===== config.mk =====
export PLATFORM = sky130hd
export DESIGN_NAME = boxds_queue
export DESIGN_NICKNAME = d
export VERILOG_FILES = /design/src/rtl/boxds_queue.sv
export SDC_FILE = /design/constraint.sdc
export NUM_CORES = 1
export LEC_CHECK = 0
export BUFFER_PORTS_ARGS = -buffer_cell sky130_fd_sc_hd__buf_2
export CORE_MARGIN = 2
export CORE_UTILIZATION = 59
export DETAILED_ROUTE_END_ITERATION = 7
export PLACE_DENSITY = 0.82
export SLEW_MARGIN = 30
export SYNTH_ARGS = -nofsm -noshare
export SYNTH_HDL_FRONTEND = slang
export SYNTH_SLANG_ARGS = --single-unit

===== constraint.sdc =====
create_clock -name clk -period 2.7 [get_ports clk]
set_input_delay 0.54 -clock clk [delete_from_list [all_inputs] [get_ports clk]]
set_output_delay 0.54 -clock clk [all_outputs]
set_load 0.02 [all_outputs]

===== src/rtl/boxds_queue.sv =====
// Small register FIFO that decouples the classify front from the accumulate back.
// No dependencies; DEPTH must be a power of two, at least two.
module boxds_queue #(
  parameter int WIDTH = 8,
  parameter int DEPTH = 4,
  localparam int PW = $clog2(DEPTH),
  localparam int CW = $clog2(DEPTH + 1)
) (
  input  logic             clk,
  input  logic             rst_n,
  input  logic             push,
  input  logic [WIDTH-1:0] push_data,
  output logic             full,
  input  logic             pop,
  output logic [WIDTH-1:0] head,
  output logic             empty
);

  logic [WIDTH-1:0] slot_r [DEPTH];
  logic [PW-1:0]    wptr_r, rptr_r;
  logic [CW-1:0]    cnt_r;

  assign full  = (cnt_r == CW'(DEPTH));
  assign empty = (cnt_r == '0);
  assign head  = slot_r[rptr_r];

  always_ff @(posedge clk) begin
    if (!rst_n) begin
      wptr_r <= '0;
      rptr_r <= '0;
      cnt_r  <= '0;
    end else begin
      if (push) begin
        wptr_r <= wptr_r + PW'(1);
      end
      if (pop) begin
        rptr_r <= rptr_r + PW'(1);
      end
      if (push && !pop) begin
        cnt_r <= cnt_r + CW'(1);
      end else if (pop && !push) begin
        cnt_r <= cnt_r - CW'(1);
      end
    end
  end

  always_ff @(posedge clk) begin
    if (push) begin
      slot_r[wptr_r] <= push_data;
    end
  end

endmodule


==> metrics.md <==
| Metric | Value |
|---|---|
| Status | `finished clean` |
| Area of the multi-input gates | `430 sq um` |
| Antenna diode count | `0` |
| DRC viols | `0` |
| Die ar. | `0.00315 sq mm` |
| Post CTS Setup Buffer Count | `0` |
| HPWL Detailed | `1.51 mm` |
| FP Rows | `18` |
| Met3 wire length | `118 um` |
| Unique masters post-synth | `19` |
| Routed wire length | `2.22 mm` |
| Post-Place Cells | `134` |
| Top Layer Used | `met4` |
| Die Y | `56.1 um` |
| Post-Route Setup TNS | `0 ns` |
| Critical path data arrival time | `1.78 ns` |
| Layout area overhead | `13.1%` |
| Final setup violation count | `0` |
| Min Tclk post-route | `2.32 ns` |
| Post-cts hold buffer count | `0` |
| Setup CP Type | `reg -> out` |
| Worst skew pair latency | `0.36 ns` |
| Crit end category | `output port` |
| Number of max-cap violations | `0` |
| PortBufs | `21` |
| Max FO, Critical Path | `8` |
| Final worst slack | `0.382 ns` |
| Detailed Routing Iterations Pass 1 | `3` |
| CTS H-tree depth | `2` |
| Gpl congestion | `0.785` |
| Area of the mapped netlist | `0.00160 sq mm` |
| Clk buf depth | `2` |
| Max Transition Viols Final | `0` |
| Initial detailed-routing violation count | `14` |
| Fraction of layout instances using a drive strength above 1 | `0.330` |
| CP max-delay cell | `dfxtp_1` |
| Starting Density | `0.635` |
| Pre-CTS WS | `0.674 ns` |
| Ys Warns | `0` |
| Post-CTS resize count | `0` |
| Clock tree sinks | `41` |
| Post-synthesis sequential area ratio | `0.712` |
| Final period utilization | `0.859` |
| Crit path launch type | `register` |
| CTS buffer count | `5` |
| Tightest Pin Transition | `0.537 ns` |
| First-pass GRT wire length | `3.63 mm` |
| Pleak | `0.666 nW` |
| CP peak stage delay | `0.68 ns` |
| Clk_skew | `0.0122 ns` |
| Vias in the first global route | `803` |
| Post-synthesis area per instance | `18.9 sq um` |
| Initial antenna violation count | `0` |
| Reg area | `0.00114 sq mm` |
| Final core occ | `0.719` |
| Final hold violations | `0` |
| GRT overflow | `0` |
| Fmax | `431 MHz` |
| Rel. slew slack | `0.641` |
| Fin cells | `142` |
| WL met2 | `1.12 mm` |
| PD cells | `724 mW/mm^2` |
| CP Data Required Time | `2.16 ns` |
| Root buf cell | `clkbuf_4` |
| Die X | `56.1 um` |
| RSZ-0062 raised after global routing | `false` |
| Layout net count | `129` |
| Hold WC Path Type | `in -> reg` |
| Filler instances | `166` |
| Total Routing Usage GR | `0.160` |
| CP Cell Sequence | `mux4_2 -> buf_2` |
| DR vias/cell | `5.37` |
| VDD IR-drop max | `0.000582 V` |
| WL per Instance | `15.7 um` |
| Post-Syn Instances | `85` |
| CTS tree | `built` |
| DRT antenna net count | `0` |
| Wl on met1 | `956 um` |
| FF+latch count, synth | `41` |
| Largest net degree at the start of global routing | `15` |
| Core ar. | `0.00252 sq mm` |
| I/O pins | `22` |
| Syn Nets | `103` |
| Worst hold slack | `0.385 ns` |
| Reg clk slew, reported paths | `0.13 ns` |
| Via count | `762` |
## cells in the mapped netlist
master	number	share of area
a21boi_1	1	0.0047
and2_1	9	0.035
buf_6	1	0.0070
clkbuf_2	1	0.0031
dfxtp_1	9	0.11
edfxtp_1	32	0.60
fa_1	1	0.012
ha_1	5	0.039
inv_1	4	0.0094
mux2i_1	2	0.012
mux4_2	8	0.11
nand2_1	1	0.0023
nor2b_1	2	0.0078
nor3_1	1	0.0031
nor3b_1	1	0.0047
o21ai_0	1	0.0031
or3_1	1	0.0039
xnor2_1	2	0.011
xor2_1	3	0.016
## worst max-delay path: cells and delay by family, from the launching register on
kind / cells / cell delay (ns)
buffers and inverters: 1 / 0.18
flip-flops: 1 / 0.68
multiplexers: 1 / 0.58
## cell families after synthesis
| family | share of synthesized area |
|---|---|
| mux | 0.125 |
| xor+xnor | 0.0273 |
| fa+ha+maj | 0.0515 |
| buf+inv | 0.0195 |
| compound gates | 0.00781 |
| flops | 0.712 |
| simple gates | 0.0570 |
## path summary, 6_finish.rpt
path,startpoint,to,slack (ns),cells past startpoint
worst max-delay path,register,head[0],0.38,2
worst min-delay path,push_data[3],slot_r[2][3],0.38,1
worst max register to register,cnt_r[0],cnt_r[2],1.22,4
worst min register to register,cnt_r[2],cnt_r[2],0.51,2
## metrics by stage
| step | cell area [sq um] | power, mW |
|---|---|---|
| floorplan | 1600 | 0.881 |
| global placement | 1730 | 0.928 |
| detailed placement | 1730 | 0.936 |
| CTS | 1810 | 1.32 |
| global route | 1810 | 1.37 |
| finish | 1810 | 1.31 |
## layout by cell type (no fill, tap or decap), types with 2 or more instances in the layout
cell type and instances:
and2_1 9, buf_2 21, clkbuf_4 5, dfxtp_1 9, edfxtp_1 32, ha_1 5
inv_1 4, mux2i_1 2, mux4_2 8, nor2b_1 2, xnor2_1 2, xor2_1 3
## flip-flops by register name, indices dropped and copies added (netlist names), named ones only
signal and flops:
slot_r 32, wptr_r 2, rptr_r 2, cnt_r 3
## cell type report
type | count | area share
Clock buffer | 5 | 0.0207
Clock inverter | 3 | 0.0255
Inverter | 4 | 0.00828
Multi-Input combinational cell | 38 | 0.237
Sequential cell | 41 | 0.629
Tap cell | 30 | 0.0207
Timing Repair Buffer | 21 | 0.0580
## per-layer routing
metal,up-vias,GRT usage
met1,370,0.193
met3,3,0.0744
li1,372,-
met5,-,0
met2,17,0.257
met4,0,0.0510
## power by group
part,switching [mW],internal (mW)
clock network,0.198,0.196
logic,0.0888,0.0805
registers,0.0297,0.720
Power figures use the tool's default switching activity.
