--- config.mk ---
export PLATFORM = sky130hd
export DESIGN_NAME = boxds_back
export DESIGN_NICKNAME = d
export VERILOG_FILES = /design/src/rtl/boxds_pkg.sv /design/src/rtl/boxds_back.sv
export SDC_FILE = /design/constraint.sdc
export NUM_CORES = 1
export LEC_CHECK = 0
export BUFFER_PORTS_ARGS = -buffer_cell sky130_fd_sc_hd__buf_4
export CORE_ASPECT_RATIO = 0.5
export CORE_UTILIZATION = 40
export CTS_CLUSTER_SIZE = 14
export DETAILED_ROUTE_END_ITERATION = 16
export SYNTH_ARGS = -nofsm -noshare
export SYNTH_HDL_FRONTEND = slang
export SYNTH_SLANG_ARGS = --single-unit
--- constraint.sdc ---
create_clock -name clk -period 36.9 [get_ports clk]
set_input_delay 5.535 -clock clk [delete_from_list [all_inputs] [get_ports clk]]
set_output_delay 5.535 -clock clk [all_outputs]
set_load 0.05 [all_outputs]
--- src/rtl/boxds_pkg.sv ---
// Shared constants, register indexes and types for the box average downscaler.
// No dependencies; imported by the interfaces, the top level, front, back and checker.
package boxds_pkg;

  localparam int DEF_MAX_WIDTH    = 4096;
  localparam int DEF_MAX_FACTOR   = 16;
  localparam int DEF_MAX_CHANNELS = 4;

  localparam int NUM_LANES    = 4;
  localparam int PIX_W        = 8;
  localparam int SUM_W        = 16;
  localparam int POS_W        = 12;
  localparam int ROW_W        = 13;
  localparam int HEIGHT_LIMIT = 4096;
  localparam int QUEUE_DEPTH  = 4;

  localparam logic [SUM_W-1:0] SUM_MAX = '1;
  localparam logic [PIX_W-1:0] AVG_MAX = '1;

  localparam int CFG_IDX_W  = 3;
  localparam int CFG_DATA_W = 13;

  localparam logic [CFG_IDX_W-1:0] REG_BLOCK_HEIGHT  = 3'd0;
  localparam logic [CFG_IDX_W-1:0] REG_BLOCK_WIDTH   = 3'd1;
  localparam logic [CFG_IDX_W-1:0] REG_FRAME_WIDTH   = 3'd2;
  localparam logic [CFG_IDX_W-1:0] REG_FRAME_HEIGHT  = 3'd3;
  localparam logic [CFG_IDX_W-1:0] REG_CHANNEL_COUNT = 3'd4;

  localparam logic [4:0]  RST_BLOCK_HEIGHT  = 5'd1;
  localparam logic [4:0]  RST_BLOCK_WIDTH   = 5'd1;
  localparam logic [12:0] RST_FRAME_WIDTH   = 13'd4096;
  localparam logic [12:0] RST_FRAME_HEIGHT  = 13'd4096;
  localparam logic [2:0]  RST_CHANNEL_COUNT = 3'd3;

  typedef logic [NUM_LANES-1:0][PIX_W-1:0] pix_t;
  typedef logic [NUM_LANES-1:0][SUM_W-1:0] sum_t;

  typedef struct packed {
    logic                 first;
    logic                 last;
    logic                 done;
    logic [NUM_LANES-1:0] chan_en;
  } item_flags_t;

endpackage

--- src/rtl/boxds_back.sv ---
// Back end: read-modify-write of the column line store, area division and
// the output register. Depends on boxds_pkg; drives one boxds_ram.
module boxds_back import boxds_pkg::*; #(
  parameter int MAX_WIDTH  = DEF_MAX_WIDTH,
  parameter int MAX_FACTOR = DEF_MAX_FACTOR,
  localparam int ADDR_W = $clog2(MAX_WIDTH),
  localparam int AREA_W = 2 * $clog2(MAX_FACTOR + 1)
) (
  input  logic              clk,
  input  logic              rst_n,
  input  logic              q_empty,
  input  item_flags_t       q_flags,
  input  logic [ADDR_W-1:0] q_addr,
  input  logic [AREA_W-1:0] q_area,
  input  logic [POS_W-1:0]  q_row,
  input  logic [POS_W-1:0]  q_col,
  input  pix_t              q_pix,
  output logic              q_pop,
  output logic              ram_we,
  output logic [ADDR_W-1:0] ram_waddr,
  output sum_t              ram_wdata,
  output logic [ADDR_W-1:0] ram_raddr,
  input  sum_t              ram_rdata,
  output logic              out_valid,
  input  logic              out_ready,
  output logic [POS_W-1:0]  out_row,
  output logic [POS_W-1:0]  out_col,
  output pix_t              out_avg,
  output logic              out_done
);

  localparam logic [1:0] ST_RUN = 2'd0;
  localparam logic [1:0] ST_DIV = 2'd1;
  localparam logic [1:0] ST_OUT = 2'd2;
  localparam int CNT_W = $clog2(SUM_W);

  logic [1:0]       state_r;
  logic [CNT_W-1:0] cnt_r;

  logic              s1_vld_r, s1_fwd_r;
  item_flags_t       s1_flags_r;
  logic [ADDR_W-1:0] s1_addr_r;
  logic [AREA_W-1:0] s1_area_r;
  logic [POS_W-1:0]  s1_row_r, s1_col_r;
  pix_t              s1_pix_r;
  sum_t              fwd_sum_r;
  sum_t              prev, wsum;

  sum_t                                 dv_quo_r;
  logic [NUM_LANES-1:0][AREA_W-1:0]     dv_rem_r;
  logic [AREA_W-1:0]                    dv_area_r;
  logic [NUM_LANES-1:0][AREA_W:0]       dv_sh;
  logic [NUM_LANES-1:0]                 dv_ge;
  logic [POS_W-1:0]                     res_row_r, res_col_r;
  logic                                 res_done_r;
  logic [NUM_LANES-1:0]                 res_en_r;

  logic [SUM_W:0] acc;

  assign q_pop = (state_r == ST_RUN) && !q_empty && !(s1_vld_r && s1_flags_r.last);

  // accumulate, forwarding the entry written last cycle
  always_comb begin
    prev = s1_fwd_r ? fwd_sum_r : ram_rdata;
    for (int c = 0; c < NUM_LANES; c++) begin
      acc = (s1_flags_r.first ? {(SUM_W + 1){1'b0}} : {1'b0, prev[c]}) +
            (SUM_W + 1)'(s1_pix_r[c]);
      wsum[c] = acc[SUM_W] ? SUM_MAX : acc[SUM_W-1:0];
    end
  end

  assign ram_we    = s1_vld_r;
  assign ram_waddr = s1_addr_r;
  assign ram_wdata = wsum;
  assign ram_raddr = q_addr;

  always_comb begin
    for (int c = 0; c < NUM_LANES; c++) begin
      dv_sh[c] = {dv_rem_r[c], dv_quo_r[c][SUM_W-1]};
      dv_ge[c] = (dv_sh[c] >= {1'b0, dv_area_r});
    end
  end

  always_ff @(posedge clk) begin
    if (!rst_n) begin
      state_r  <= ST_RUN;
      s1_vld_r <= 1'b0;
      cnt_r    <= '0;
    end else begin
      s1_vld_r <= q_pop;
      unique case (state_r)
        ST_RUN: begin
          cnt_r <= '0;
          if (s1_vld_r && s1_flags_r.last) begin
            state_r <= ST_DIV;
          end
        end
        ST_DIV: begin
          cnt_r <= cnt_r + CNT_W'(1);
          if (cnt_r == CNT_W'(SUM_W - 1)) begin
            state_r <= ST_OUT;
          end
        end
        ST_OUT: begin
          if (out_ready) begin
            state_r <= ST_RUN;
          end
        end
        default: state_r <= ST_RUN;
      endcase
    end
  end

  always_ff @(posedge clk) begin
    if (q_pop) begin
      s1_flags_r <= q_flags;
      s1_addr_r  <= q_addr;
      s1_area_r  <= q_area;
      s1_row_r   <= q_row;
      s1_col_r   <= q_col;
      s1_pix_r   <= q_pix;
      s1_fwd_r   <= s1_vld_r && (q_addr == s1_addr_r);
    end
    if (s1_vld_r) begin
      fwd_sum_r <= wsum;
    end
    if (s1_vld_r && s1_flags_r.last && state_r == ST_RUN) begin
      dv_quo_r   <= wsum;
      dv_rem_r   <= '0;
      dv_area_r  <= s1_area_r;
      res_row_r  <= s1_row_r;
      res_col_r  <= s1_col_r;
      res_done_r <= s1_flags_r.done;
      res_en_r   <= s1_flags_r.chan_en;
    end else if (state_r == ST_DIV) begin
      for (int c = 0; c < NUM_LANES; c++) begin
        dv_quo_r[c] <= {dv_quo_r[c][SUM_W-2:0], dv_ge[c]};
        dv_rem_r[c] <= dv_ge[c] ? AREA_W'(dv_sh[c] - {1'b0, dv_area_r}) : AREA_W'(dv_sh[c]);
      end
    end
  end

  always_comb begin
    for (int c = 0; c < NUM_LANES; c++) begin
      if (!res_en_r[c]) out_avg[c] = '0;
      else if (|dv_quo_r[c][SUM_W-1:PIX_W]) out_avg[c] = AVG_MAX;
      else out_avg[c] = dv_quo_r[c][PIX_W-1:0];
    end
  end

  assign out_valid = (state_r == ST_OUT);
  assign out_row   = res_row_r;
  assign out_col   = res_col_r;
  assign out_done  = res_done_r;

endmodule

==> flow_metrics.tcl <==
set metrics [dict create \
    internal_power_uw 748.4 \
    maxSlewHeadroom_pct 32.07 \
    final.min_clock_period_ns 14.34 \
    drive_gt1_share_pct 24.87 \
    slew_violations 0 \
    rsz0062_at_grt "false" \
    post_cts_resized 0 \
    core-area_um2 39180 \
    worstHoldPathCells 0 \
    place.gp.congestion 0.8797 \
    cts_buffer_depth 3 \
    cpPeakStageDelay_ns 0.84 \
    syn_area_per_cell_um2 11.58 \
    grt_pass1_wl_um 64780 \
    power_uw 1138 \
    peakVddDrop_mv 0.02687 \
    drc 0 \
    finalSetupViolCount 0 \
    synth_ff_type "edfxtp_1" \
    cts_buffers 30 \
    tightestPinTransition_ns 1.016 \
    clock_skew_ns 0.01620 \
    drtIter0Drc 847 \
    fmax_ghz 0.06971 \
    rr_startpoint "s1_fwd_r$_DFFE_PP_" \
    synth_nets 1616 \
    crit_path_end_kind "primary output" \
    p_sw_share_pct 34.23 \
    setup_tns_ns 0 \
    tritoncts "built" \
    cts_max_level 1 \
    antenna_found_initial 2 \
    hold_class "flip-flop to flip-flop" \
    min_from "s1_area_r[4]$_DFFE_PP_" \
    yosys_warnings 0 \
    clock_latency_ns 0.58 \
    fill_cells 3538 \
    synth_edf_count 253 \
    port_buffers 300 \
    synth.yosys.seq_area_share_pct 53.35 \
    cts_sinks 300 \
    yosys-top-cells-area "edfxtp_1 47%, mux2i_1 6.1%, dfxtp_1 5.9%" \
    clock-root-buffer "clkbuf_16" \
    seqPwrFrac_pct 39.0 \
    crit_slowest_cell "nand3_1" \
    finalWorstSetupSlack_ns 22.56 \
    netlist_area_um2 16000 \
    vias 11905 \
    initial_core_util_pct 40.85 \
    cap_violations 0 \
    grt_max_degree 72 \
    regToRegSetupSlack_ns 32.02 \
    hold_violations 0 \
    comb_power_share_pct 33.9 \
    cp_common_cell "buf_4" \
    crit_path_start_kind "primary input" \
    dpl_worst_slack_ns 22.62 \
    cts_hold_buf 0 \
    cp_max_fo 22 \
    dp_hpwl_um 30500 \
    yosys_register_bits 300 \
    power.density_nw_per_um2 57.83 \
    r2r_end "dv_quo_r[33]$_DFFE_PP_" \
    outcome "complete, no violations" \
    ios 301 \
    cp_data_required_time_ns 31.36 \
    routedWlPerCell_um 19.35 \
    yosys.area.top_type_share_pct 47.47 \
    design.die.area_um2 40860 \
    firstDrtPassIters 6 \
    cts.clk_slew.worst_paths_ns 0.06 \
    switchingPower_uw 389.5 \
    grtUsageTotal_pct 20.10 \
    critPathArrivalTime_ns 8.81 \
    p_leak_uw 0.007679 \
    whs_ns 0.4191 \
    hold_end "dv_area_r[4]$_DFFE_PP_" \
    synth_top_area_cell "edfxtp_1" \
    grt_overflow 0 \
    final_cell_mix "315 x buf_4, 253 x edfxtp_1, 136 x nor2_1" \
    avgViaCountPerCell 5.372 \
    totalWireLength_um 42870 \
    syn-instance-count 1382 \
    postRouteAntennaNets 0 \
    syn_to_final_growth_pct 22.95 \
    path_cells "buf_4 > mux2i_1 > nor2_1 > ha_1 > fa_1 > a21o_1 > a311oi_1 > a21oi_1 > nand3_1 > nand2b_1 > buf_4" \
    stdcell_count 2216 \
    critPathLaunch "ram_rdata[32]" \
    layout.nets 1900 \
    cts_setup_buffers 0 \
    fin_crit_sh_pct 38.88 \
    r2r_cells 11 \
    grt_pass1_vias 11573 \
    clockPowerShare_pct 27.0 \
    fp-row-count 51 \
    die_x_um 284.9 \
    dp_cells 2164 \
    ys_types 67 \
    crit_type "primary input to primary output" \
    die_height_um 143.4 \
    async_flop_share_pct 0 \
    final_common_cell "buf_4" \
]
==> power by group through the flow <==
stage                     clock network [uW]  logic, uW  registers, uW
after floorplan                            0        286            453
after global placement                     0        377            449
after detailed placement                   0        384            451
after CTS                                316        387            444
after global routing                     329        420            449
final                                    308        386            444
==> synth_stat cells (all sizes together) (5+ instances only) <==
cell type,n
clkbuf,20
dfxtp,47
nand4,10
o41ai,5
nand3b,11
edfxtp,253
nand2,100
nor4,11
a21o,11
a22o,6
nand3,36
xor2,23
o22ai,5
o21a,50
xnor2,52
nand2b,15
mux2i,98
buf,43
inv,32
mux2,38
nor2,137
or2,10
nor3,16
o21ai,63
a31oi,32
ha,73
a21oi,61
nor2b,27
a211oi,12
fa,8
and2,10
o21bai,6
a2111oi,6
o211ai,5
a221o,5
o31a,5
==> per-stage QoR <==
| stage | instance area [um^2] | util (%) |
|---|---|---|
| 5_1_grt | 19680 | 50.22 |
| 4_1_cts | 19670 | 50.21 |
| 3_3_place_gp | 18710 | 47.75 |
| 3_5_place_dp | 18710 | 47.75 |
| 2_1_floorplan | 16000 | - |
| 6_report | 19680 | 50.22 |
==> cell families after synthesis <==
logic type	after synthesis	synth area share [%]
xor+xnor	75	4.104
mux	136	8.803
simple gates	401	11.88
fa+ha+maj	81	6.708
buf+inv	95	2.901
compound gates	294	12.26
flops	300	53.35
==> metal layers <==
layer / GRT usage (%) / wire length, um / part of all wire [%] / vias up
met1: 25.75 / 18550 / 43 / 5842
met4: 5.857 / 1195 / 2.8 / 0
met3: 3.048 / 1597 / 3.7 / 70
met2: 35.36 / 21530 / 50 / 268
li1: - / - / - / 5725
met5: 0 / 0 / 0 / -
==> flip-flops by register name, summed over array words and instances (netlist names), 7 cells and up <==
| register | flops |
|---|---|
| s1_area_r | 10 |
| out_row | 12 |
| s1_col_r | 12 |
| ram_waddr | 12 |
| dv_rem_r | 40 |
| dv_area_r | 10 |
| s1_flags_r | 7 |
| s1_pix_r | 32 |
| out_col | 12 |
| fwd_sum_r | 64 |
| s1_row_r | 12 |
| dv_quo_r | 64 |
==> area by class of cell <==
class / instances / area [um^2] / area share (%)
multi-input combinational: 987 / 7015 / 35.65
sequential: 300 / 8542 / 43.41
inverter: 32 / 122.6 / 0.6232
antenna: 1 / 2.502 / 0.01272
timing repair buffer: 315 / 2365 / 12.02
tap: 530 / 663.1 / 3.370
clock buffer: 36 / 793.3 / 4.032
clock inverter: 15 / 172.7 / 0.8775
==> worst max-delay path by stage <==
stage,to,slack [ns],cells past startpoint
global route,ram_wdata[33],22.35,11
detailed placement,ram_wdata[33],22.62,11
floorplan,q_pop,10.19,1
CTS,ram_wdata[33],22.57,11
global placement,ram_wdata[32],22.73,11
finish,ram_wdata[33],22.56,11
==> worst max-delay path, delay by kind of cell <==
family | cells | cell delay (ns)
AND/OR/NAND/NOR | 3 | 1.15
AO/OA/AOI/OAI | 3 | 0.94
adder cells (fa/ha/maj) | 2 | 0.65
buffers and inverters | 2 | 0.38
multiplexers | 1 | 0.14
Note: power is estimated with default switching activity, not from simulation.
