**src/rtl/boxds_pkg.sv**
```systemverilog
// Shared constants, register indexes and types for the box average downscaler.
// No dependencies; imported by the interfaces, the top level, front, back and checker.
package boxds_pkg;

  localparam int DEF_MAX_WIDTH    = 4096;
  localparam int DEF_MAX_FACTOR   = 16;
  localparam int DEF_MAX_CHANNELS = 4;

  localparam int NUM_LANES    = 4;
  localparam int PIX_W        = 8;
  localparam int SUM_W        = 16;
  localparam int POS_W        = 12;
  localparam int ROW_W        = 13;
  localparam int HEIGHT_LIMIT = 4096;
  localparam int QUEUE_DEPTH  = 4;

  localparam logic [SUM_W-1:0] SUM_MAX = '1;
  localparam logic [PIX_W-1:0] AVG_MAX = '1;

  localparam int CFG_IDX_W  = 3;
  localparam int CFG_DATA_W = 13;

  localparam logic [CFG_IDX_W-1:0] REG_BLOCK_HEIGHT  = 3'd0;
  localparam logic [CFG_IDX_W-1:0] REG_BLOCK_WIDTH   = 3'd1;
  localparam logic [CFG_IDX_W-1:0] REG_FRAME_WIDTH   = 3'd2;
  localparam logic [CFG_IDX_W-1:0] REG_FRAME_HEIGHT  = 3'd3;
  localparam logic [CFG_IDX_W-1:0] REG_CHANNEL_COUNT = 3'd4;

  localparam logic [4:0]  RST_BLOCK_HEIGHT  = 5'd1;
  localparam logic [4:0]  RST_BLOCK_WIDTH   = 5'd1;
  localparam logic [12:0] RST_FRAME_WIDTH   = 13'd4096;
  localparam logic [12:0] RST_FRAME_HEIGHT  = 13'd4096;
  localparam logic [2:0]  RST_CHANNEL_COUNT = 3'd3;

  typedef logic [NUM_LANES-1:0][PIX_W-1:0] pix_t;
  typedef logic [NUM_LANES-1:0][SUM_W-1:0] sum_t;

  typedef struct packed {
    logic                 first;
    logic                 last;
    logic                 done;
    logic [NUM_LANES-1:0] chan_en;
  } item_flags_t;

endpackage

```
**src/rtl/boxds_front.sv**
```systemverilog
// Front end: configuration registers, output-grid size, raster position counters
// and block classification of each pixel. Depends on boxds_pkg.
module boxds_front import boxds_pkg::*; #(
  parameter int MAX_WIDTH    = DEF_MAX_WIDTH,
  parameter int MAX_FACTOR   = DEF_MAX_FACTOR,
  parameter int MAX_CHANNELS = DEF_MAX_CHANNELS,
  localparam int ADDR_W = $clog2(MAX_WIDTH),
  localparam int AREA_W = 2 * $clog2(MAX_FACTOR + 1)
) (
  input  logic                  clk,
  input  logic                  rst_n,
  input  logic                  cfg_we,
  input  logic [CFG_IDX_W-1:0]  cfg_index,
  input  logic [CFG_DATA_W-1:0] cfg_data,
  input  logic                  in_valid,
  output logic                  in_ready,
  input  pix_t                  in_pix,
  input  logic                  q_full,
  output logic                  push,
  output item_flags_t           push_flags,
  output logic [ADDR_W-1:0]     push_addr,
  output logic [AREA_W-1:0]     push_area,
  output logic [POS_W-1:0]      push_row,
  output logic [POS_W-1:0]      push_col,
  output pix_t                  push_pix
);

  localparam int FACT_W = $clog2(MAX_FACTOR + 1);
  localparam int COL_W  = $clog2(MAX_WIDTH + 1);
  localparam int BC_W   = COL_W + 1;
  localparam int BR_W   = ROW_W + 1;
  localparam int DV_W   = (COL_W > ROW_W) ? COL_W : ROW_W;
  localparam int DC_W   = $clog2(DV_W + 1);

  logic [4:0]  bh_r, bw_r;
  logic [12:0] fw_r, fh_r;
  logic [2:0]  cc_r;

  logic [FACT_W-1:0]    bh, bw;
  logic [COL_W-1:0]     fw;
  logic [ROW_W-1:0]     fh;
  logic [2:0]           cc;
  logic [NUM_LANES-1:0] chan_en;

  logic              dv_ld_r, dv_run_r;
  logic [DC_W-1:0]   dv_cnt_r;
  logic [DV_W-1:0]   w_quo_r, h_quo_r;
  logic [FACT_W-1:0] w_rem_r, h_rem_r;
  logic [FACT_W:0]   w_sh, h_sh;
  logic              w_ge, h_ge;
  logic [COL_W-1:0]  out_w;
  logic [ROW_W-1:0]  out_h;

  logic [COL_W-1:0]  in_col_r, ic_w, ic_nxt;
  logic [ROW_W-1:0]  in_row_r, ir_w, ir_nxt;
  logic [FACT_W-1:0] cib_r, cib_w, cib_nxt;
  logic [FACT_W-1:0] rib_r, rib_w, rib_nxt;
  logic [BC_W-1:0]   bcol_r, bcol_nxt;
  logic [BR_W-1:0]   brow_r, brow_nxt;
  logic              blk_ok, accept;

  // configuration registers
  always_ff @(posedge clk) begin
    if (!rst_n) begin
      bh_r <= RST_BLOCK_HEIGHT;
      bw_r <= RST_BLOCK_WIDTH;
      fw_r <= RST_FRAME_WIDTH;
      fh_r <= RST_FRAME_HEIGHT;
      cc_r <= RST_CHANNEL_COUNT;
    end else if (cfg_we) begin
      unique case (cfg_index)
        REG_BLOCK_HEIGHT:  bh_r <= cfg_data[4:0];
        REG_BLOCK_WIDTH:   bw_r <= cfg_data[4:0];
        REG_FRAME_WIDTH:   fw_r <= cfg_data;
        REG_FRAME_HEIGHT:  fh_r <= cfg_data;
        REG_CHANNEL_COUNT: cc_r <= cfg_data[2:0];
        default: ;
      endcase
    end
  end

  // clamp registers into their legal ranges
  always_comb begin
    if (bh_r == '0) bh = FACT_W'(1);
    else if (32'(bh_r) > MAX_FACTOR) bh = FACT_W'(MAX_FACTOR);
    else bh = FACT_W'(bh_r);
    if (bw_r == '0) bw = FACT_W'(1);
    else if (32'(bw_r) > MAX_FACTOR) bw = FACT_W'(MAX_FACTOR);
    else bw = FACT_W'(bw_r);
    if (fw_r == '0) fw = COL_W'(1);
    else if (32'(fw_r) > MAX_WIDTH) fw = COL_W'(MAX_WIDTH);
    else fw = COL_W'(fw_r);
    if (fh_r == '0) fh = ROW_W'(1);
    else if (32'(fh_r) > HEIGHT_LIMIT) fh = ROW_W'(HEIGHT_LIMIT);
    else fh = ROW_W'(fh_r);
    if (cc_r == '0) cc = 3'd1;
    else if (32'(cc_r) > MAX_CHANNELS) cc = 3'(MAX_CHANNELS);
    else cc = cc_r;
    for (int i = 0; i < NUM_LANES; i++) begin
      chan_en[i] = (32'(cc) > i);
    end
  end

  // bit-serial division of frame size by block size, rerun on every write
  always_comb begin
    w_sh  = {w_rem_r, w_quo_r[DV_W-1]};
    h_sh  = {h_rem_r, h_quo_r[DV_W-1]};
    w_ge  = (w_sh >= {1'b0, bw});
    h_ge  = (h_sh >= {1'b0, bh});
    out_w = COL_W'(w_quo_r);
    out_h = ROW_W'(h_quo_r);
  end

  always_ff @(posedge clk) begin
    if (!rst_n) begin
      dv_ld_r  <= 1'b1;
      dv_run_r <= 1'b0;
      dv_cnt_r <= '0;
    end else if (cfg_we) begin
      dv_ld_r  <= 1'b1;
      dv_run_r <= 1'b0;
    end else if (dv_ld_r) begin
      dv_ld_r  <= 1'b0;
      dv_run_r <= 1'b1;
      dv_cnt_r <= '0;
    end else if (dv_run_r) begin
      dv_cnt_r <= dv_cnt_r + DC_W'(1);
      if (dv_cnt_r == DC_W'(DV_W - 1)) begin
        dv_run_r <= 1'b0;
      end
    end
  end

  always_ff @(posedge clk) begin
    if (dv_ld_r) begin
      w_quo_r <= DV_W'(fw);
      h_quo_r <= DV_W'(fh);
      w_rem_r <= '0;
      h_rem_r <= '0;
    end else if (dv_run_r) begin
      w_quo_r <= {w_quo_r[DV_W-2:0], w_ge};
      h_quo_r <= {h_quo_r[DV_W-2:0], h_ge};
      w_rem_r <= w_ge ? FACT_W'(w_sh - {1'b0, bw}) : FACT_W'(w_sh);
      h_rem_r <= h_ge ? FACT_W'(h_sh - {1'b0, bh}) : FACT_W'(h_sh);
    end
  end

  // classify and advance position
  always_comb begin
    cib_w = (cib_r >= bw) ? '0 : cib_r;
    rib_w = (rib_r >= bh) ? '0 : rib_r;
    ic_w  = (in_col_r >= fw) ? '0 : in_col_r;
    ir_w  = (in_row_r >= fh) ? '0 : in_row_r;

    blk_ok = (bcol_r < BC_W'(out_w)) && (brow_r < BR_W'(out_h));
    push_flags.first   = (rib_w == '0) && (cib_w == '0);
    push_flags.last    = (rib_w + FACT_W'(1) == bh) && (cib_w + FACT_W'(1) == bw);
    push_flags.done    = (bcol_r + BC_W'(1) == BC_W'(out_w)) &&
                         (brow_r + BR_W'(1) == BR_W'(out_h));
    push_flags.chan_en = chan_en;

    cib_nxt  = cib_w + FACT_W'(1);
    bcol_nxt = bcol_r;
    if (cib_nxt >= bw) begin
      cib_nxt  = '0;
      bcol_nxt = bcol_r + BC_W'(1);
    end
    ic_nxt   = ic_w + COL_W'(1);
    ir_nxt   = ir_w;
    rib_nxt  = rib_w;
    brow_nxt = brow_r;
    if (ic_nxt >= fw) begin
      ic_nxt   = '0;
      cib_nxt  = '0;
      bcol_nxt = '0;
      ir_nxt   = ir_w + ROW_W'(1);
      rib_nxt  = rib_w + FACT_W'(1);
      if (rib_nxt >= bh) begin
        rib_nxt  = '0;
        brow_nxt = brow_r + BR_W'(1);
      end
      if (ir_nxt >= fh) begin
        ir_nxt   = '0;
        rib_nxt  = '0;
        brow_nxt = '0;
      end
    end
  end

  assign in_ready = !dv_ld_r && !dv_run_r && !q_full;
  assign accept   = in_valid && in_ready;
  assign push     = accept && blk_ok;

  always_ff @(posedge clk) begin
    if (!rst_n) begin
      in_col_r <= '0;
      in_row_r <= '0;
      cib_r    <= '0;
      rib_r    <= '0;
      bcol_r   <= '0;
      brow_r   <= '0;
    end else if (accept) begin
      in_col_r <= ic_nxt;
      in_row_r <= ir_nxt;
      cib_r    <= cib_nxt;
      rib_r    <= rib_nxt;
      bcol_r   <= bcol_nxt;
      brow_r   <= brow_nxt;
    end
  end

  always_comb begin
    for (int i = 0; i < NUM_LANES; i++) begin
      push_pix[i] = chan_en[i] ? in_pix[i] : '0;
    end
    push_addr = ADDR_W'(bcol_r);
    push_area = AREA_W'(bh) * AREA_W'(bw);
    push_row  = POS_W'(brow_r);
    push_col  = POS_W'(bcol_r);
  end

endmodule

```
**config.mk**
```make
export PLATFORM = sky130hd
export DESIGN_NAME = boxds_front
export DESIGN_NICKNAME = d
export VERILOG_FILES = /design/src/rtl/boxds_pkg.sv /design/src/rtl/boxds_front.sv
export SDC_FILE = /design/constraint.sdc
export NUM_CORES = 1
export LEC_CHECK = 0
export BUFFER_PORTS_ARGS = -buffer_cell sky130_fd_sc_hd__clkbuf_2
export CAP_MARGIN = 20
export CORE_UTILIZATION = 60
export CTS_BUF_LIST = sky130_fd_sc_hd__clkbuf_16
export CTS_CLUSTER_DIAMETER = 200
export DETAILED_ROUTE_END_ITERATION = 8
export HOLD_SLACK_MARGIN = 0.12
export PLACE_DENSITY_LB_ADDON = 0.12
export SLEW_MARGIN = 20
export SYNTH_ARGS = -nofsm -noshare
export SYNTH_HDL_FRONTEND = slang
export SYNTH_SLANG_ARGS = --single-unit
```
**constraint.sdc**
```tcl
create_clock -name clk -period 5.66 [get_ports clk]
set_clock_uncertainty 0.2 [all_clocks]
set_input_delay 1.132 -clock clk [delete_from_list [all_inputs] [get_ports clk]]
set_output_delay 1.132 -clock clk [all_outputs]
set_load 0.02 [all_outputs]
```
==> run_results.csv, run 1 <==
group,metric,value,unit
outcome,status,"finished clean",
synth,synth_flop_cell,"dfxtp_1",
timing,setup_violations,0,
timing,timing_hold_violations_final,0,
floorplan,die_area,20300,µm²
synth,syn_nets,1695,
critical_path,cp_cell_sequence,"nor3_1, o21ai_1, inv_1, nand2_1, fa_1, fa_1, fa_1, inv_1, ha_1, a21oi_2, nor2b_1, o21a_1, o41a_1, xnor2_1, buf_2",
global_routing,grt_pass1_wl,53.2,mm
synth,ys_ff_latch,145,
drt,postRouteAntennaNets,0,
global_routing,grtUsageTotal,0.335,
placed_design,dpl.hpwl,24.3,mm
timing,setup_slack,154,ps
timing,worstMarginPinSlew,1030,ps
global_routing,grt.met1_usage,0.446,
synth,synth_most_common_cell,"nand2_1",
placed_design,dpl_worst_slack,158,ps
critical_path,required,4330,ps
synth,synth_cell_type_count,72,
clocking,insertion_delay,440,ps
drt,post-route-drc-count,0,
placed_design,placed_cells,1792,
timing,final.min_clock_period,5510,ps
synth,synthAdderAreaFrac,0.163,
synth,synthTopCellsByArea,"dfxtp_1 (20%), ha_1 (14%), edfxtp_1 (6.6%), nand2_1 (6.2%), a21oi_1 (4.4%)",
global_routing,grt-busiest-layer,"met2",
layout,seqCellArea,3170,µm²
synth,synth_warnings,0,
flow_run,cap_violations,0,
floorplan,initial_core_util,0.622,
global_routing,gr-total-overflow,0,
critical_path,end_kind,"primary output",
timing,max_freq,182,MHz
global_routing,antenna_found_initial,0,
clocking,clock-root-buffer,"clkbuf_16",
drt,routed_wl,32.8,mm
layout,fillers,1621,
critical_path,path_common_cell,"fa_1",
layout,multi_input_area,7700,µm²
drt,via_per_inst,6.14,
layout,antennaDiodeCount,0,
synth,yosys.area.top_type,"dfxtp_1",
layout,syn_to_final_growth,10.9,%
synth,seq_area_frac_synth,0.268,
global_routing,grt_util_met3,0.0474,
synth,synth_area,11800,µm²
critical_path,critPathBufInv,3,
drt,routedWlPerCell,17.9,µm
clocking,cts.sinks,145,
placed_design,numPortBuffers,122,
drt,vias,11200,
pwr,p_leak,5.67,nW
synth,netlist.area_leader.share,0.202,
synth,synth_xor_area_frac,0.0437,
timing,maxSlewViolCount,0,
pwr,vdd_drop_max,0.182,mV
clocking,cts.clk_slew.worst_paths,70,ps
global_routing,grt_pass1_vias,10600,
critical_path,crit_type,"reg2out",
floorplan,die_h,142,µm
drt,firstDrtPassIters,5,
synth,avgSynthCellArea,7.91,µm²
critical_path,arrival,4170,ps
global_routing,grt_max_degree,51,
critical_path,crit_family,"adder cells",
global_routing,use_met2,0.546,
synth,synth_top_cells_by_count,"nand2_1 (196), ha_1 (136), dfxtp_1 (119)",
synth,yosys-mux-area-fraction,0.0348,
timing,slew_headroom,0.312,
clocking,tritoncts,"done",
clocking,cts_max_level,4,
synth,ys_async_sr_fraction,0,
layout,drive_gt1_frac,0.149,
synth,synth_top_family_by_area,"simple AND/OR/NAND/NOR gates",
placed_design,gp_congestion,0.987,
layout,fin_area,13100,µm²
critical_path,worstPathMaxFanout,3,
floorplan,dieWidth,142,µm
critical_path,slowest_stage,"fa_1",
clocking,cts_buffer_depth,2,
drt,first_iter_violations,914,
critical_path,critPathMaxStageDelay,550,ps
floorplan,ios,140,
floorplan,core_area,19000,µm²
timing,rsz0062_at_grt,"true",
clocking,cts_made_buffers,17,
pwr,power.density,199,nW/µm²
layout,final_cells,1829,
synth,synthCells,1495,
synth,yosys.area_share.simple,0.236,
synth,synth_compound_area_frac,0.167,
synth,synth_edf_count,26,
placed_design,post_dp_cell_area,12400,µm²
floorplan,num_rows,50,
min_path,hp-class,"reg2reg",
timing,finalCritPeriodShare,0.973,
critical_path,cp-start-kind,"flip-flop",
layout,nNetsFinal,1756,
[final timing paths]
check,slack [ps],cells after the start,end,from
worst min register to register,270,2,fw_r[0]$_SDFFE_PN0P_,fw_r[0]$_SDFFE_PN0P_
worst max-delay path,150,15,push_area[9],bh_r[1]$_SDFFE_PN0P_
worst min-delay path,270,2,fw_r[0]$_SDFFE_PN0P_,fw_r[0]$_SDFFE_PN0P_
worst max register to register,330,23,brow_r[7]$_SDFFE_PN0P_,fh_r[12]$_SDFFE_PN1P_
[cells by family (layout without fill, tap and decap cells)]
logic type,after synthesis,in the layout
other,1,1
AND/OR/NAND/NOR,560,560
multiplexers,41,41
AO/OA/AOI/OAI,310,310
adder cells (fa/ha/maj),147,147
XOR/XNOR,59,59
buffers and inverters,232,306
flip-flops,145,145
[registers in the layout, summed over array words and instances, names as in the netlist, 13 cells and up]
register	count
bcol_r	14
brow_r	14
fh_r	13
fw_r	13
h_quo_r	13
in_col_r	13
in_row_r	13
out_w	13
[layout make-up]
class                   instances  share of cell area
multi-input cells            1118               0.587
flip-flops and latches        145               0.242
repair buffers                157              0.0676
clock buffers                  19              0.0363
inverters                     117              0.0335
well taps                     260              0.0248
clock inverters                13             0.00916
[stage by stage]
stage | hold WS [ps] | util | power [mW] | setup TNS (ps)
final | 271 | 0.689 | 2.60 | 0
after global routing | 294 | 0.689 | 2.69 | -218
after CTS | 274 | 0.684 | 2.59 | 0
after detailed placement | 265 | 0.652 | 1.45 | 0
after global placement | 257 | 0.652 | 1.45 | 0
after floorplan | 236 | - | 1.35 | 0
[power breakdown]
group          switching (mW)  internal [mW]  total (mW)
clock                   0.495          0.664        1.16
combinational           0.212          0.128       0.340
sequential             0.0268           1.08        1.10
[worst reg2reg max path, delay by kind of cell (launching register included)]
family	cells	cell delay (ps)
AND/OR/NAND/NOR	9	1650
AO/OA/AOI/OAI	9	1790
buffers and inverters	2	450
adder cells (fa/ha/maj)	3	820
flip-flops	1	340
[timing repair]
item                       in CTS  in global routing
pin swaps                       0                  6
hold buffers                    0                  0
buffers inserted                1                  4
resized for setup               2                 24
hold endpoints to repair        0                  0
setup endpoints to repair       2                 36
[placed cells by master (no fill, tap or decap), drive strengths merged, types with 22 or more instances in the layout]
master / Yosys / final
nand2: 196 / 196
clkbuf: 60 / 140
ha: 136 / 136
inv: 117 / 124
dfxtp: 119 / 119
a21oi: 105 / 105
nor2: 89 / 89
nand3: 58 / 58
o21ai: 49 / 49
xnor2: 42 / 42
nand4: 42 / 42
mux2i: 40 / 40
buf: 55 / 36
nor2b: 34 / 34
nor3: 33 / 33
edfxtp: 26 / 26
a31oi: 22 / 22
[layer usage]
layer | part of all wire | vias to the layer above
li1 | - | 5377
met1 | 0.44 | 5209
met2 | 0.46 | 562
met3 | 0.077 | 75
met4 | 0.027 | 0
met5 | 0 | -
(Power assumes the default switching activity.)
==> inputs of run 2 (changes only) <==
Settings changed: CORE_UTILIZATION 60 to 61, CTS_BUF_LIST sky130_fd_sc_hd__clkbuf_16 to sky130_fd_sc_hd__clkbuf_4.
==> run_results.csv, run 2 (synthesized netlist as in run 1, its figures left out) <==
group,metric,value,unit
pwr,combPwrFrac,0.154,
layout,top_regs,"bcol_r x14, brow_r x14",
global_routing,antenna_found_initial,1,
placed_design,post_dp_cell_area,12400,µm²
drt,first_iter_violations,695,
pwr,vdd_drop_max,0.127,mV
critical_path,path_common_cell,"fa_1",
critical_path,rr_worst_depth,23,
floorplan,die_area,19900,µm²
layout,final_cells,1834,
critical_path,rrSetupSlack,260,ps
clocking,cts_max_level,4,
critical_path,cp_cell_sequence,"nor3_2, o21ai_1, inv_1, nand2_2, fa_1, fa_1, fa_1, inv_2, ha_4, a21oi_4, nor2b_1, o21a_1, o41a_1, xnor2_1, buf_4",
timing,finalCritPeriodShare,0.984,
critical_path,slowest_stage,"fa_1",
layout,fin_area,12900,µm²
global_routing,gr-total-overflow,0,
critical_path,arrival,4240,ps
drt,post-route-drc-count,0,
clocking,cts.clk_slew.worst_paths,130,ps
min_path,hp-start,"fw_r[0]$_SDFFE_PN0P_",
clocking,insertion_delay,590,ps
timing,timing_hold_violations_final,0,
min_path,min_to,"fw_r[0]$_SDFFE_PN0P_",
drt,routed_wl,32.0,mm
critical_path,crit_family,"adder cells",
layout,mostFrequentLayoutCell,"nand2_1",
timing,rsz0062_at_grt,"true",
critical_path,end_kind,"primary output",
global_routing,grt_pass1_wl,51.2,mm
pwr,p_leak,5.54,nW
critical_path,r2r-start,"fh_r[12]$_SDFFE_PN1P_",
critical_path,critPathMaxStageDelay,540,ps
clocking,cts_made_buffers,17,
floorplan,die_h,141,µm
critical_path,crit_type,"reg2out",
floorplan,core_area,18800,µm²
floorplan,ios,140,
critical_path,rr_endpoint,"in_row_r[11]$_SDFFE_PN0P_",
drt,postRouteAntennaNets,0,
placed_design,numPortBuffers,122,
layout,syn_to_final_growth,9.18,%
timing,maxSlewViolCount,0,
placed_design,gp_congestion,0.937,
global_routing,grtUsageTotal,0.325,
global_routing,grt_max_degree,56,
pwr,p_sw,0.641,mW
global_routing,grt_pass1_vias,10200,
critical_path,required,4330,ps
min_path,hp-class,"reg2reg",
layout,finish.utilization,0.685,
timing,max_freq,179,MHz
placed_design,placed_cells,1790,
clocking,cts_buffer_depth,2,
pwr,power_switching_share,0.292,
layout,mostFrequentLayoutCells,"nand2_1 (194), ha_1 (134), clkbuf_2 (121), dfxtp_1 (112), inv_1 (108)",
drt,vias,11100,
pwr,p_int,1.56,mW
pwr,power.density,170,nW/µm²
clocking,cts_hold_buffers,0,
drt,via_per_inst,6.05,
min_path,worstHoldPathCells,2,
pwr,pwr-share-seq,0.501,
pwr,power_frac_clock,0.345,
timing,setup_violations,0,
drt,firstDrtPassIters,5,
timing,final.min_clock_period,5570,ps
clocking,tritoncts,"done",
outcome,status,"finished clean",
floorplan,dieWidth,141,µm
critical_path,critPathBufInv,3,
drt,routedWlPerCell,17.4,µm
flow_run,cap_violations,0,
clocking,cts.sinks,145,
layout,nNetsFinal,1760,
timing,slew_headroom,0.466,
critical_path,cp-start-kind,"flip-flop",
timing,worstMarginPinSlew,801,ps
layout,drive_gt1_frac,0.157,
clocking,clock-root-buffer,"clkbuf_4",
floorplan,num_rows,50,
critical_path,worstPathMaxFanout,3,
timing,setup_tns,0,ps
placed_design,dpl.hpwl,24.2,mm
floorplan,initial_core_util,0.628,
==> run 2: cell count changes in the layout (fill, tap and decap cells not counted), sizes merged <==
cell / delta
inv: -8
buf: +4
bufinv: +3
clkinv: +3
clkinvlp: +2
diode: +1
==> run 2: tightest hold or removal path, cell delays in order (launching register included) <==
cell and delay (ps):
dfxtp_1 340, nand2_1 60, a21oi_1 50
==> run 2: cell type report <==
type                       count  area [µm²]
inverter                     117         445
tap                          260         325
sequential                   145        3180
antenna                        1        2.50
multi-input combinational   1118        7740
timing repair buffer         161         910
clock inverter                13         169
fill                        1563        5920
clock buffer                  19         143
==> run 2: power by group through the flow <==
stage                     Sequential [mW]  Clock, mW  Combinational [mW]
final                                1.10      0.758               0.339
after global placement               1.12          0               0.321
after detailed placement             1.12          0               0.325
after global routing                 1.11      0.805               0.371
after CTS                            1.10      0.764               0.328
after floorplan                      1.11          0               0.235
==> run 2: worst max path at each step <==
stage,endpoint,start,slack [ps],cells after the start
finish,push_area[9],bh_r[1]$_SDFFE_PN0P_,90,15
global route,push_area[9],bh_r[1]$_SDFFE_PN0P_,-60,15
CTS,push_area[9],bh_r[1]$_SDFFE_PN0P_,30,15
detailed placement,brow_r[1]$_SDFFE_PN0P_,fh_r[4]$_SDFFE_PN0P_,130,23
global placement,brow_r[13]$_SDFFE_PN0P_,fh_r[1]$_SDFFE_PN0P_,320,23
floorplan,push_area[9],bh_r[1]$_SDFFE_PN0P_,400,14
==> run 2: routing by layer <==
metal,share of wire,GRT usage,vias to the layer above
li1,-,-,5395
met4,0.031,0.112,0
met2,0.47,0.542,429
met1,0.44,0.424,5197
met5,0,0,-
met3,0.064,0.0530,77
==> run 2: repair_timing <==
action                     in CTS  in global routing
gates resized for setup        11                 35
pin swaps                       3                 15
buffers inserted                2                  9
setup endpoints to repair       4                 35
==> run 2: metrics by stage <==
| stage | power (mW) | setup slack [ps] | hold slack (ps) |
|---|---|---|---|
| 2_1_floorplan | 1.35 | 404 | 236 |
| 3_3_place_gp | 1.44 | 319 | 259 |
| 3_5_place_dp | 1.45 | 129 | 263 |
| 4_1_cts | 2.19 | 25.8 | 280 |
| 5_1_grt | 2.28 | -62.1 | 303 |
| 6_report | 2.20 | 88.2 | 283 |
